`config.mk`:
```
export PLATFORM = sky130hd
export DESIGN_NAME = duplex_pump_alternator_flat
export DESIGN_NICKNAME = d
export VERILOG_FILES = /design/src/dpa_pkg.sv /design/src/dpa_if.sv /design/src/duplex_pump_alternator.sv /design/src/flat_wrapper.sv
export SDC_FILE = /design/constraint.sdc
export NUM_CORES = 1
export LEC_CHECK = 0
export ABC_AREA = 1
export BUFFER_PORTS_ARGS = -buffer_cell sky130_fd_sc_hd__buf_2
export CAP_MARGIN = 20
export CORE_UTILIZATION = 60
export DETAILED_ROUTE_END_ITERATION = 10
export GPL_TIMING_DRIVEN = 0
export PLACE_DENSITY = 0.82
export SYNTH_ARGS = -nofsm -noshare
export SYNTH_HDL_FRONTEND = slang
export SYNTH_SLANG_ARGS = --single-unit
```
`constraint.sdc`:
```
create_clock -name clk_i -period 8.44 [get_ports clk_i]
set_input_delay 1.266 -clock clk_i [delete_from_list [all_inputs] [get_ports clk_i]]
set_output_delay 1.266 -clock clk_i [all_outputs]
set_load 0.005 [all_outputs]
```
`src/dpa_pkg.sv`:
```
// ----------------------------------------------------------------------------
// Duplex pump alternator package
// Field widths, register indexes, mode and event codes.
// ----------------------------------------------------------------------------
package dpa_pkg;

  localparam int unsigned PRESSURE_W  = 12;
  localparam int unsigned SAMPLE_BITS = 12;
  localparam int unsigned PCT_W       = 7;
  localparam int unsigned EVENT_W     = 3;
  localparam int unsigned FAULT_W     = 2;
  localparam int unsigned TIMER_W     = 16;
  localparam int unsigned CFG_IDX_W   = 2;
  localparam int unsigned CFG_DATA_W  = 16;

  localparam logic [FAULT_W-1:0] MAX_FAULTS   = 2'd3;
  localparam logic [PCT_W-1:0]   PCT_FULL     = 7'd100;
  localparam logic [TIMER_W-1:0] ON_TIME_RST  = 16'd3000;
  localparam logic [SAMPLE_BITS:0] SAMPLE_FULL =
      (SAMPLE_BITS + 1)'((1 << SAMPLE_BITS) - 1);

  // Configuration register indexes.
  localparam logic [CFG_IDX_W-1:0] CFG_SETPOINT  = 2'd0;
  localparam logic [CFG_IDX_W-1:0] CFG_START_THR = 2'd1;
  localparam logic [CFG_IDX_W-1:0] CFG_ON_TIME   = 2'd2;

  typedef enum logic [3:0] {
    MODE_IDLE = 4'b0001,
    MODE_ONE  = 4'b0010,
    MODE_TWO  = 4'b0100,
    MODE_HALT = 4'b1000
  } mode_e;

  typedef enum logic [EVENT_W-1:0] {
    EV_BUSY      = 3'd0,
    EV_NO_DEMAND = 3'd1,
    EV_P1_OK     = 3'd2,
    EV_P1_FAIL   = 3'd3,
    EV_P2_OK     = 3'd4,
    EV_P2_FAIL   = 3'd5,
    EV_HALT      = 3'd6
  } event_e;

endpackage

```
`src/dpa_if.sv`:
```
// ----------------------------------------------------------------------------
// Duplex pump alternator channel interfaces
// Tick input, result output and configuration write channels.
// ----------------------------------------------------------------------------
interface dpa_in_if;
  logic                            valid;
  logic                            ready;
  logic [dpa_pkg::PRESSURE_W-1:0]  pressure_sample;
  logic                            flow_one;
  logic                            flow_two;
  logic                            sense_one;
  logic                            sense_two;
  logic                            both_buttons;

  modport source (output valid, pressure_sample, flow_one, flow_two, sense_one,
                  sense_two, both_buttons, input ready);
  modport sink (input valid, pressure_sample, flow_one, flow_two, sense_one,
                sense_two, both_buttons, output ready);
endinterface

interface dpa_out_if;
  logic                          valid;
  logic                          ready;
  logic                          drive_one;
  logic                          drive_two;
  logic [dpa_pkg::PCT_W-1:0]     pressure_pct;
  logic [dpa_pkg::EVENT_W-1:0]   event_res;
  logic                          halted;
  logic [dpa_pkg::FAULT_W-1:0]   fault_count;

  modport source (output valid, drive_one, drive_two, pressure_pct, event_res,
                  halted, fault_count, input ready);
  modport sink (input valid, drive_one, drive_two, pressure_pct, event_res,
                halted, fault_count, output ready);
endinterface

interface dpa_cfg_if;
  logic                            valid;
  logic                            ready;
  logic [dpa_pkg::CFG_IDX_W-1:0]   reg_index;
  logic [dpa_pkg::CFG_DATA_W-1:0]  wdata;

  modport source (output valid, reg_index, wdata, input ready);
  modport sink (input valid, reg_index, wdata, output ready);
endinterface

```
`src/duplex_pump_alternator.sv`:
```
// ----------------------------------------------------------------------------
// Duplex pump alternator
// Lead/lag controller for two pumps, one request per millisecond tick.
// ----------------------------------------------------------------------------
//   channel  direction  content
//   in_i     sink       pressure sample, flow, sense and acknowledge per tick
//   out_o    source     drives, pressure percent, event, halt, fault count
//   cfg_i    sink       register index and write data, always ready
//
// One request per cycle while the result is not stalled: an input register
// feeds the control update, which loads the result register.
// The pump state advances as a request moves into the result register.
// A stalled result holds the pipeline; the input register still takes one
// request while the result waits. Reset is asynchronous and active low.
// ----------------------------------------------------------------------------
module duplex_pump_alternator (
  input  logic    clk_i,
  input  logic    rst_ni,
  dpa_in_if.sink  in_i,
  dpa_out_if.source out_o,
  dpa_cfg_if.sink cfg_i
);

  localparam int unsigned SB   = dpa_pkg::SAMPLE_BITS;
  localparam int unsigned PW   = dpa_pkg::PCT_W;
  localparam int unsigned PRODW = SB + PW;

  // Configuration registers.
  logic [7:0]                    setpoint_q;
  logic [7:0]                    start_thr_q;
  logic [dpa_pkg::TIMER_W-1:0]   on_time_q;

  // Input register.
  logic                          s1_valid_q;
  logic [SB-1:0]                 s1_sample_q;
  logic                          s1_flow_one_q;
  logic                          s1_flow_two_q;
  logic                          s1_sense_two_q;
  logic                          s1_ack_q;

  // Pump control state.
  dpa_pkg::mode_e                mode_q, mode_d;
  logic                          turn_one_q, turn_one_d;
  logic [dpa_pkg::TIMER_W-1:0]   timer_q, timer_d;
  logic                          pulsing_q, pulsing_d;
  logic [dpa_pkg::FAULT_W-1:0]   faults_q, faults_d;
  logic                          pair_second_q, pair_second_d;
  logic                          first_failed_q, first_failed_d;

  // Result register.
  logic                          out_valid_q;
  logic                          out_drive_one_q, out_drive_one_d;
  logic                          out_drive_two_q, out_drive_two_d;
  logic [PW-1:0]                 out_pct_q;
  dpa_pkg::event_e               out_event_q, out_event_d;
  logic                          out_halted_q;
  logic [dpa_pkg::FAULT_W-1:0]   out_faults_q, out_faults_d;

  logic out_free;
  logic advance;

  assign out_free  = !out_valid_q || out_o.ready;
  assign advance   = s1_valid_q && out_free;
  assign in_i.ready = !s1_valid_q || out_free;
  assign cfg_i.ready = 1'b1;

  // Percent scaling: x / (2^SB - 1) is x >> SB plus at most one, fixed by
  // one compare against the full-scale value.
  logic [PRODW-1:0] prod;
  logic [PW-1:0]    quot0;
  logic [SB:0]      rem0;
  logic [PW-1:0]    pct;

  assign prod  = (PRODW'(s1_sample_q) << 6) + (PRODW'(s1_sample_q) << 5)
               + (PRODW'(s1_sample_q) << 2);
  assign quot0 = prod[PRODW-1:SB];
  assign rem0  = {1'b0, prod[SB-1:0]} + (SB + 1)'(quot0);
  assign pct   = (rem0 >= dpa_pkg::SAMPLE_FULL) ? quot0 + PW'(1) : quot0;

  always_comb begin
    dpa_pkg::mode_e              m;
    logic [dpa_pkg::FAULT_W-1:0] f;
    logic                        puls;
    logic [dpa_pkg::TIMER_W-1:0] tmr;
    logic                        p1;
    logic                        flow;
    logic                        failed;
    logic                        differ;

    m    = mode_q;
    f    = faults_q;
    puls = pulsing_q;
    tmr  = timer_q;
    p1   = 1'b0;
    flow = 1'b0;
    failed = 1'b0;
    differ = 1'b0;

    turn_one_d     = turn_one_q;
    pair_second_d  = pair_second_q;
    first_failed_d = first_failed_q;
    out_event_d    = dpa_pkg::EV_BUSY;
    out_faults_d   = '0;
    out_drive_one_d = 1'b0;
    out_drive_two_d = 1'b0;

    if (mode_q == dpa_pkg::MODE_HALT) begin
      out_event_d = dpa_pkg::EV_HALT;
      if (s1_ack_q) begin
        m              = dpa_pkg::MODE_IDLE;
        pair_second_d  = 1'b0;
        first_failed_d = 1'b0;
      end
    end else begin
      if (m == dpa_pkg::MODE_IDLE) begin
        if ({1'b0, pct} <= start_thr_q) begin
          m    = (turn_one_q || !s1_sense_two_q) ? dpa_pkg::MODE_ONE : dpa_pkg::MODE_TWO;
          f    = '0;
          puls = 1'b0;
          tmr  = '0;
        end else begin
          // A tick without demand counts as a successful result of the pair.
          out_event_d    = dpa_pkg::EV_NO_DEMAND;
          pair_second_d  = !pair_second_q;
          first_failed_d = 1'b0;
        end
      end
      if (m == dpa_pkg::MODE_ONE || m == dpa_pkg::MODE_TWO) begin
        p1   = (m == dpa_pkg::MODE_ONE);
        flow = p1 ? s1_flow_one_q : s1_flow_two_q;
        if (puls) begin
          if (tmr <= dpa_pkg::TIMER_W'(1)) begin
            puls = 1'b0;
            tmr  = '0;
            if (!flow && f < 2'd3) begin
              f = f + 2'd1;
            end
          end else begin
            tmr = tmr - dpa_pkg::TIMER_W'(1);
          end
        end
        if (!puls) begin
          if (f < dpa_pkg::MAX_FAULTS && {1'b0, pct} <= setpoint_q) begin
            puls = 1'b1;
            tmr  = on_time_q;
          end else begin
            failed = (f >= dpa_pkg::MAX_FAULTS);
            differ = (p1 == turn_one_q);
            if (p1) begin
              out_event_d = failed ? dpa_pkg::EV_P1_FAIL : dpa_pkg::EV_P1_OK;
            end else begin
              out_event_d = failed ? dpa_pkg::EV_P2_FAIL : dpa_pkg::EV_P2_OK;
            end
            out_faults_d = f;
            f            = '0;
            turn_one_d   = !p1;
            m            = dpa_pkg::MODE_IDLE;
            if (!pair_second_q) begin
              pair_second_d  = 1'b1;
              first_failed_d = failed;
            end else begin
              pair_second_d  = 1'b0;
              first_failed_d = 1'b0;
              if (first_failed_q && failed && differ) begin
                m = dpa_pkg::MODE_HALT;
              end
            end
          end
        end
        if (puls) begin
          out_event_d     = dpa_pkg::EV_BUSY;
          out_faults_d    = f;
          out_drive_one_d = p1;
          out_drive_two_d = !p1;
        end
      end
    end

    mode_d    = m;
    faults_d  = f;
    pulsing_d = puls;
    timer_d   = tmr;
  end

  always_ff @(posedge clk_i or negedge rst_ni) begin
    if (!rst_ni) begin
      setpoint_q  <= '0;
      start_thr_q <= '0;
      on_time_q   <= dpa_pkg::ON_TIME_RST;
    end else if (cfg_i.valid) begin
      case (cfg_i.reg_index)
        dpa_pkg::CFG_SETPOINT:  setpoint_q  <= cfg_i.wdata[7:0];
        dpa_pkg::CFG_START_THR: start_thr_q <= cfg_i.wdata[7:0];
        dpa_pkg::CFG_ON_TIME:   on_time_q   <= cfg_i.wdata;
        default: ;
      endcase
    end
  end

  always_ff @(posedge clk_i or negedge rst_ni) begin
    if (!rst_ni) begin
      s1_valid_q <= 1'b0;
    end else if (in_i.ready) begin
      s1_valid_q <= in_i.valid;
    end
  end

  always_ff @(posedge clk_i) begin
    if (in_i.ready && in_i.valid) begin
      s1_sample_q    <= in_i.pressure_sample[SB-1:0];
      s1_flow_one_q  <= in_i.flow_one;
      s1_flow_two_q  <= in_i.flow_two;
      s1_sense_two_q <= in_i.sense_two;
      s1_ack_q       <= in_i.both_buttons;
    end
  end

  always_ff @(posedge clk_i or negedge rst_ni) begin
    if (!rst_ni) begin
      mode_q         <= dpa_pkg::MODE_IDLE;
      turn_one_q     <= 1'b1;
      timer_q        <= '0;
      pulsing_q      <= 1'b0;
      faults_q       <= '0;
      pair_second_q  <= 1'b0;
      first_failed_q <= 1'b0;
    end else if (advance) begin
      mode_q         <= mode_d;
      turn_one_q     <= turn_one_d;
      timer_q        <= timer_d;
      pulsing_q      <= pulsing_d;
      faults_q       <= faults_d;
      pair_second_q  <= pair_second_d;
      first_failed_q <= first_failed_d;
    end
  end

  always_ff @(posedge clk_i or negedge rst_ni) begin
    if (!rst_ni) begin
      out_valid_q <= 1'b0;
    end else if (out_free) begin
      out_valid_q <= s1_valid_q;
    end
  end

  always_ff @(posedge clk_i) begin
    if (advance) begin
      out_drive_one_q <= out_drive_one_d;
      out_drive_two_q <= out_drive_two_d;
      out_pct_q       <= pct;
      out_event_q     <= out_event_d;
      out_halted_q    <= (mode_d == dpa_pkg::MODE_HALT);
      out_faults_q    <= out_faults_d;
    end
  end

  assign out_o.valid        = out_valid_q;
  assign out_o.drive_one    = out_drive_one_q;
  assign out_o.drive_two    = out_drive_two_q;
  assign out_o.pressure_pct = out_pct_q;
  assign out_o.event_res    = out_event_q;
  assign out_o.halted       = out_halted_q;
  assign out_o.fault_count  = out_faults_q;

endmodule

```
`src/flat_wrapper.sv`:
```
// flat-port wrapper written by rule: the top's interface ports become plain ports
module duplex_pump_alternator_flat 
  (clk_i, rst_ni, in_i_valid, in_i_pressure_sample, in_i_flow_one, in_i_flow_two, in_i_sense_one, in_i_sense_two, in_i_both_buttons, in_i_ready, out_o_valid, out_o_drive_one, out_o_drive_two, out_o_pressure_pct, out_o_event_res, out_o_halted, out_o_fault_count, out_o_ready, cfg_i_valid, cfg_i_reg_index, cfg_i_wdata, cfg_i_ready);
  dpa_in_if in_i_i ();
  dpa_out_if out_o_i ();
  dpa_cfg_if cfg_i_i ();
  input  logic clk_i;
  input  logic rst_ni;
  input wire logic [$bits(in_i_i.valid)-1:0] in_i_valid;
  input wire logic [$bits(in_i_i.pressure_sample)-1:0] in_i_pressure_sample;
  input wire logic [$bits(in_i_i.flow_one)-1:0] in_i_flow_one;
  input wire logic [$bits(in_i_i.flow_two)-1:0] in_i_flow_two;
  input wire logic [$bits(in_i_i.sense_one)-1:0] in_i_sense_one;
  input wire logic [$bits(in_i_i.sense_two)-1:0] in_i_sense_two;
  input wire logic [$bits(in_i_i.both_buttons)-1:0] in_i_both_buttons;
  output wire logic [$bits(in_i_i.ready)-1:0] in_i_ready;
  output wire logic [$bits(out_o_i.valid)-1:0] out_o_valid;
  output wire logic [$bits(out_o_i.drive_one)-1:0] out_o_drive_one;
  output wire logic [$bits(out_o_i.drive_two)-1:0] out_o_drive_two;
  output wire logic [$bits(out_o_i.pressure_pct)-1:0] out_o_pressure_pct;
  output wire logic [$bits(out_o_i.event_res)-1:0] out_o_event_res;
  output wire logic [$bits(out_o_i.halted)-1:0] out_o_halted;
  output wire logic [$bits(out_o_i.fault_count)-1:0] out_o_fault_count;
  input wire logic [$bits(out_o_i.ready)-1:0] out_o_ready;
  input wire logic [$bits(cfg_i_i.valid)-1:0] cfg_i_valid;
  input wire logic [$bits(cfg_i_i.reg_index)-1:0] cfg_i_reg_index;
  input wire logic [$bits(cfg_i_i.wdata)-1:0] cfg_i_wdata;
  output wire logic [$bits(cfg_i_i.ready)-1:0] cfg_i_ready;
  assign in_i_i.valid = in_i_valid;
  assign in_i_i.pressure_sample = in_i_pressure_sample;
  assign in_i_i.flow_one = in_i_flow_one;
  assign in_i_i.flow_two = in_i_flow_two;
  assign in_i_i.sense_one = in_i_sense_one;
  assign in_i_i.sense_two = in_i_sense_two;
  assign in_i_i.both_buttons = in_i_both_buttons;
  assign in_i_ready = in_i_i.ready;
  assign out_o_valid = out_o_i.valid;
  assign out_o_drive_one = out_o_i.drive_one;
  assign out_o_drive_two = out_o_i.drive_two;
  assign out_o_pressure_pct = out_o_i.pressure_pct;
  assign out_o_event_res = out_o_i.event_res;
  assign out_o_halted = out_o_i.halted;
  assign out_o_fault_count = out_o_i.fault_count;
  assign out_o_i.ready = out_o_ready;
  assign cfg_i_i.valid = cfg_i_valid;
  assign cfg_i_i.reg_index = cfg_i_reg_index;
  assign cfg_i_i.wdata = cfg_i_wdata;
  assign cfg_i_ready = cfg_i_i.ready;
  duplex_pump_alternator u_core (.clk_i(clk_i), .rst_ni(rst_ni), .in_i(in_i_i), .out_o(out_o_i), .cfg_i(cfg_i_i));
endmodule
```
==> flow_metrics.py, run 1 <==
metrics = {
    "die": {
        "die_w_microns": 103,
        "dieArea_sq_mm": 0.0107,
        "io_pins": 58,
        "core.rowCount": 36,
        "core_sq_mm": 0.00986,
        "die_h_microns": 103,
        "start_util_pct": 62.5,
    },
    "timing": {
        "min_period_ns": 8.00,
        "slew_violations": 0,
        "layout_setup_ws_ns": 0.443,
        "fin_crit_sh_pct": 94.8,
        "slew_headroom_pct": 40.4,
        "clock_skew_ns": 0.0105,
        "tightest_slew_ns": 0.886,
        "hold_violations": 0,
        "setup_viol": 0,
        "fmax_mhz": 125,
        "fin_hold_ws_ns": 0.495,
    },
    "worst_setup_path": {
        "r2r_cells": 43,
        "r2r-end": "u_core.first_failed_q$_DFFE_PN0P_",
        "cp_top_family": "simple AND/OR/NAND/NOR gates",
        "slowest_delay_ns": 0.60,
        "reg2reg_from": "u_core.s1_sample_q[6]$_DFFE_PP_",
        "crit_path_start_kind": "flip-flop",
        "crit_top_cell": "nand2_1",
        "path_depth": 43,
        "cp_num_buf_inv": 8,
        "cp_slowest_cell": "fa_1",
        "crit_fanout": 10,
        "crit_path_end": "u_core.first_failed_q$_DFFE_PN0P_",
        "reg2reg_slack_ns": 0.44,
        "cp-end-kind": "flip-flop",
        "startpoint": "u_core.s1_sample_q[6]$_DFFE_PP_",
        "worstSetupPathType": "flip-flop to flip-flop",
        "cp.arrival_ns": 8.27,
        "cp_data_required_time_ns": 8.71,
    },
    "cells_and_area": {
        "nFillCells": 736,
        "nets": 941,
        "layout_commonest_cell": "nand2_1",
        "multiInputGateArea_sq_mm": 0.00333,
        "antenna_cells": 0,
        "drive_above_1_share_pct": 21.7,
        "finalInstanceArea_sq_mm": 0.00719,
        "seq_area_sq_mm": 0.00244,
        "syn_to_final_growth_pct": 16.6,
        "final_cell_mix": "174 x nand2_1, 105 x inv_1, 60 x buf_2",
    },
    "logic_synthesis": {
        "syn_area_sq_mm": 0.00617,
        "synth.distinct_cells": 54,
        "syn_inst": 763,
        "synth_edf_count": 31,
        "yosys_most_used_dff": "dfrtp_1",
        "async_flop_share_pct": 65.9,
        "ys_warn_count": 0,
        "synth_nets": 852,
        "synth-seq-area-share_pct": 39.6,
        "synth.avg_cell_area_sq_um": 8.08,
        "ys_ff_latch": 91,
    },
    "global_routing": {
        "grt_max_degree": 41,
        "grtUsageTotal_pct": 30.4,
        "grt_pass1_wl_microns": 24400,
        "antenna_found_initial": 0,
        "grt_pass1_vias": 5303,
        "grt.overflow.total": 0,
    },
    "cts": {
        "cts.clk_slew.worst_paths_ns": 0.09,
        "clock_path_buffers": 2,
        "htree_levels": 3,
        "cts_root_buf": "clkbuf_8",
        "cts_buffers": 9,
        "clock_sinks": 91,
        "cts_tree": "done",
        "clk_latency_ns": 0.38,
    },
    "drt": {
        "drc": 0,
        "vias": 5543,
        "ant_nets": 0,
        "drtPass1Iterations": 5,
        "wl_per_cell_microns": 15.5,
        "wirelength_microns": 15300,
        "drt-initial-drc-count": 282,
        "via_per_inst": 5.60,
    },
    "placed_design": {
        "gp_congestion": 0.944,
        "dpl_cell_area_sq_mm": 0.00663,
        "port_buffers": 55,
        "hpwl_microns": 11100,
        "place_ws_ns": -0.161,
    },
    "power": {
        "leakagePower_nw": 3.61,
        "power_density_mw_per_mm2": 338,
        "vdd_drop_max_v": 0.000149,
    },
    "job": {
        "drv_cap": 0,
    },
    "outcome": {
        "status": "finished clean",
    },
    "hold_path": {
        "hold_path_class": "flip-flop to flip-flop",
    },
}
## stage by stage
| stage | power [mW] | setup TNS (ns) | utilization (%) | std cells |
|---|---|---|---|---|
| 5_1_grt | 2.63 | -2.47 | 72.9 | 990 |
| 3_5_place_dp | 1.95 | -2.63 | 67.3 | 953 |
| 2_1_floorplan | 1.63 | 0 | - | 763 |
| 4_1_cts | 2.29 | 0 | 69.6 | 971 |
| 3_3_place_gp | 1.90 | -0.00238 | 67.0 | 951 |
| 6_report | 2.43 | 0 | 72.9 | 990 |
## layout make-up
| cell class | count | share of cell area [%] |
|---|---|---|
| repair buffers | 78 | 6.54 |
| inverters | 113 | 5.99 |
| flip-flops and latches | 91 | 34.0 |
| multi-input cells | 539 | 46.3 |
| plain buffers | 20 | 1.88 |
| well taps | 133 | 2.32 |
| clock inverters | 5 | 0.870 |
| clock buffers | 11 | 2.12 |
## Yosys cell counts, types with 2 or more instances
library cell	number	area share, %
nor2_1	53	3.2
a31oi_1	5	0.51
nand2_4	3	0.55
nand4_1	15	1.5
nor3_1	4	0.32
nand3_1	50	4.1
o21ai_0	49	4.0
inv_1	108	6.6
edfxtp_1	31	15
nand3_2	6	0.97
nand3b_1	3	0.37
o22ai_1	4	0.41
or2_2	4	0.41
dfrtp_1	51	21
a21oi_1	32	2.6
buf_6	2	0.37
nor4_1	2	0.20
inv_2	4	0.24
nand2_1	183	11
buf_2	5	0.41
nor2_2	4	0.41
clkbuf_1	11	0.67
o21bai_1	3	0.37
mux2_2	5	0.91
xnor2_1	4	0.57
nand2_2	15	1.5
fa_1	10	3.2
o21ai_2	4	0.57
ha_1	39	7.9
xor2_1	18	2.6
o21ai_1	5	0.41
dfstp_2	9	3.8
## worst min path at each step
stage	start	end	slack, ns	depth (start not counted)
floorplan	u_core.timer_q[0]$_DFFE_PN0P_	u_core.timer_q[0]$_DFFE_PN0P_	0.45	2
finish	u_core.timer_q[15]$_DFFE_PN0P_	u_core.timer_q[15]$_DFFE_PN0P_	0.50	2
global placement	u_core.timer_q[1]$_DFFE_PN0P_	u_core.timer_q[1]$_DFFE_PN0P_	0.46	2
detailed placement	u_core.timer_q[15]$_DFFE_PN0P_	u_core.timer_q[15]$_DFFE_PN0P_	0.47	2
global route	u_core.mode_q[0]$_DFFE_PN1P_	u_core.mode_q[0]$_DFFE_PN1P_	0.51	2
CTS	u_core.timer_q[0]$_DFFE_PN0P_	u_core.timer_q[0]$_DFFE_PN0P_	0.49	2
## flip-flops by register name, indices dropped and copies added, names as in the netlist, 2 cells and up
signal	flops
u_core.faults_q	2
u_core.mode_q	4
u_core.on_time_q	16
u_core.out_o.event_res	3
u_core.out_o.fault_count	2
u_core.out_o.pressure_pct	7
u_core.s1_sample_q	12
u_core.setpoint_q	8
u_core.start_thr_q	8
u_core.timer_q	16
## worst min-delay path, delay by kind of cell (launching register included)
family,cells,cell delay [ns]
flops,1,0.36
simple gates,2,0.11
## cell families after synthesis
group	share of synthesized area (%)
compound gates	9.88
xor+xnor	3.12
fa+ha+maj	11.2
buf+inv	8.72
flops	39.6
mux	1.08
other cells	0.0608
simple gates	26.4
## power by group
group	internal, mW	leakage (nW)	switching, mW
clock network	0.159	0.112	0.169
logic	0.529	2.48	0.901
registers	0.588	1.02	0.0840
total	1.28	3.61	1.15
## metal layers
metal	vias up	routed length [microns]	part of all wire [%]	global-route usage (%)
met5	-	0	0	0
li1	2665	-	-	-
met3	36	953	6.2	6.65
met2	188	7680	50	52.4
met4	0	374	2.4	12.8
met1	2654	6330	41	36.9
## what timing repair did
| item | in CTS | in global routing |
|---|---|---|
| pin swaps | 1 | 17 |
| endpoints found under the setup margin | 31 | 33 |
| resized for setup | 2 | 40 |
| setup buffers | 2 | 19 |
| hold buffers | 0 | 0 |
No activity file was read; power rests on OpenSTA's default activity.
==> run 2, diff against run 1 <==
--- a/config.mk
+++ b/config.mk
@@ -5,7 +5,7 @@
 export SDC_FILE = /design/constraint.sdc
 export NUM_CORES = 1
 export LEC_CHECK = 0
-export ABC_AREA = 1
+export ABC_AREA = 0
 export BUFFER_PORTS_ARGS = -buffer_cell sky130_fd_sc_hd__buf_2
 export CAP_MARGIN = 20
 export CORE_UTILIZATION = 60
==> run 2 against run 1 <==
  * The flow now finishes with violations (negative setup slack)
  * Sequential cell count unchanged
  * Worst setup slack worse by 0.70 ns
  * Critical path depth decreased by 7
  * Count of clock-buffer cells in the layout increased by 1
  * First-iteration DRC count grew 50%
  * Wire length increased by 13%
  * Cell area is 6.1% higher
  * Via count decreased by 4.3%
  * Cell count shrank 18%
==> flow_metrics.py, run 2 <==
metrics = {
    "die": {
        "core_sq_mm": 0.00928,
        "core.rowCount": 35,
        "dieArea_sq_mm": 0.0101,
        "die_w_microns": 100,
        "io_pins": 58,
        "start_util_pct": 62.5,
        "die_h_microns": 100,
    },
    "cells_and_area": {
        "finalInstanceArea_sq_mm": 0.00762,
        "syn_to_final_growth_pct": 31.5,
        "largestRegisters": "u_core.on_time_q x16, u_core.timer_q x16, u_core.s1_sample_q x12",
        "nFillCells": 525,
        "final_cell_mix": "60 x buf_4, 55 x buf_2, 51 x dfrtp_1",
        "drive_above_1_share_pct": 41.8,
        "antenna_cells": 0,
        "nets": 769,
        "layout_commonest_cell": "buf_4",
    },
    "cts": {
        "clock_path_buffers": 2,
        "clk_latency_ns": 0.40,
        "cts_root_buf": "clkbuf_8",
        "htree_levels": 3,
        "clock_sinks": 91,
        "cts.clk_slew.worst_paths_ns": 0.10,
        "hold_buffers": 0,
        "cts_buffers": 9,
        "cts_tree": "done",
    },
    "global_routing": {
        "grt_pass1_wl_microns": 23900,
        "grt_pass1_vias": 5018,
        "grtUsageTotal_pct": 31.0,
        "grt.overflow.total": 0,
        "antenna_found_initial": 0,
        "grt_max_degree": 34,
    },
    "logic_synthesis": {
        "synth.avg_cell_area_sq_um": 10.6,
        "yosys.area.top_type": "dfrtp_1",
        "async_flop_share_pct": 65.9,
        "synth_nets": 638,
        "ys_warn_count": 0,
        "yosys_most_used_dff": "dfrtp_1",
        "synth.distinct_cells": 78,
        "ys_ff_latch": 91,
        "syn_area_sq_mm": 0.00580,
        "synth-seq-area-share_pct": 42.1,
        "ys_top_cells_by_count": "51 x dfrtp_1, 39 x ha_1, 39 x nor2_1, 35 x nand2_1, 32 x inv_1",
        "syn_inst": 549,
        "synth_top_area_share_pct": 22.0,
        "synth_area_leaders": "dfrtp_1 22%, edfxtp_1 16%, ha_1 8.4%, mux2_2 5.6%, dfstp_2 4.1%",
        "synth_most_common_cell": "dfrtp_1",
        "synth_edf_count": 31,
    },
    "timing": {
        "fmax_mhz": 115,
        "hold_violations": 0,
        "slew_violations": 0,
        "layout_setup_ws_ns": -0.252,
        "fin_crit_sh_pct": 103,
        "clock_skew_ns": 0.0186,
        "grt_setup_unrepaired": "yes",
        "fin_tns_setup_ns": -5.37,
        "setup_viol": 32,
        "fin_hold_ws_ns": 0.498,
        "tightest_slew_ns": 0.812,
        "slew_headroom_pct": 45.8,
        "min_period_ns": 8.69,
    },
    "placed_design": {
        "port_buffers": 55,
        "dpl_cell_area_sq_mm": 0.00627,
        "gp_congestion": 0.937,
        "hpwl_microns": 9880,
    },
    "outcome": {
        "status": "complete, but fails checks",
        "failed_checks": "negative setup slack",
    },
    "job": {
        "drv_cap": 0,
    },
    "worst_setup_path": {
        "cp_data_required_time_ns": 8.76,
        "slowest_delay_ns": 0.59,
        "worstSetupPathType": "flip-flop to flip-flop",
        "cp_slowest_cell": "fa_1",
        "cp.arrival_ns": 9.01,
        "cp-end-kind": "flip-flop",
        "crit_fanout": 6,
        "crit_path_start_kind": "flip-flop",
    },
    "drt": {
        "ant_nets": 0,
        "wl_per_cell_microns": 21.2,
        "via_per_inst": 6.51,
        "drtPass1Iterations": 7,
        "drt-initial-drc-count": 424,
        "vias": 5303,
        "drc": 0,
        "wirelength_microns": 17300,
    },
    "power": {
        "power_density_mw_per_mm2": 195,
        "power_mw": 1.49,
        "leakagePower_nw": 3.30,
        "vdd_drop_max_v": 0.000137,
    },
    "hold_path": {
        "hold_path_class": "flip-flop to flip-flop",
    },
}
==> run 2: kinds of logic after synthesis <==
family	Yosys count	share of synthesized area (%)
AND/OR/NAND/NOR	156	14.3
AO/OA/AOI/OAI	147	18.2
flip-flops	91	42.1
adder cells (fa/ha/maj)	49	11.9
buffers and inverters	46	3.17
multiplexers	33	6.32
XOR/XNOR	26	3.93
other	1	0.0647
==> run 2: final timing paths <==
path	startpoint	end	slack [ns]	depth (start not counted)
setup / recovery	u_core.s1_sample_q[0]$_DFFE_PP_	u_core.turn_one_q$_DFFE_PN1P_	-0.25	36
hold / removal	u_core.s1_valid_q$_DFFE_PN0N_	u_core.out_o.valid$_DFFE_PN0P_	0.50	1
setup reg to reg	u_core.s1_sample_q[0]$_DFFE_PP_	u_core.turn_one_q$_DFFE_PN1P_	-0.25	36
hold reg to reg	u_core.s1_valid_q$_DFFE_PN0N_	u_core.out_o.valid$_DFFE_PN0P_	0.50	1
max in group asynchronous	rst_ni	u_core.on_time_q[7]$_DFFE_PN1P_	6.83	2
min in group asynchronous	rst_ni	u_core.first_failed_q$_DFFE_PN0P_	0.91	1
==> run 2: critical path, delay by kind of cell (launching register included) <==
| kind | cells | cell delay [ns] |
|---|---|---|
| fa+ha+maj | 7 | 2.16 |
| mux | 1 | 0.35 |
| flops | 1 | 0.49 |
| simple gates | 14 | 3.47 |
| compound gates | 9 | 1.68 |
| buf+inv | 4 | 0.31 |
| xor+xnor | 1 | 0.16 |
==> run 2: per-stage QoR <==
step	setup slack (ns)	utilization (%)	instances
3_3_place_gp	-1.37	67.2	733
2_1_floorplan	0.00535	-	549
4_1_cts	0.0208	76.0	794
5_1_grt	-0.430	82.1	814
6_report	-0.252	82.1	814
3_5_place_dp	-1.64	67.6	735
==> run 2: final cells by class <==
| type | instances | area (sq um) | share of cell area [%] |
|---|---|---|---|
| plain buffers | 13 | 80.1 | 1.05 |
| clock buffers | 12 | 156 | 2.05 |
| clock inverters | 4 | 53.8 | 0.706 |
| inverters | 32 | 120 | 1.58 |
| multi-input cells | 412 | 3790 | 49.7 |
| flip-flops and latches | 91 | 2440 | 32.1 |
| well taps | 129 | 161 | 2.12 |
| repair buffers | 121 | 818 | 10.7 |
==> run 2: routing by layer <==
metal	wire, microns	track usage, %	vias up
li1	-	-	2303
met1	6820	39.2	2576
met2	8370	51.1	323
met3	1250	7.45	101
met4	851	13.5	0
met5	0	0	-
==> run 2: repair_timing <==
action | in CTS | in global routing
gates cloned | 0 | 2
setup endpoints to repair | 34 | 34
pin swaps | 30 | 65
resized for setup | 56 | 79
setup buffers | 44 | 18
==> run 2: report_power, final <==
group / internal (mW) / switching [mW]
Clock: 0.157 / 0.169
Combinational: 0.290 / 0.333
Sequential: 0.512 / 0.0290
Total: 0.959 / 0.531
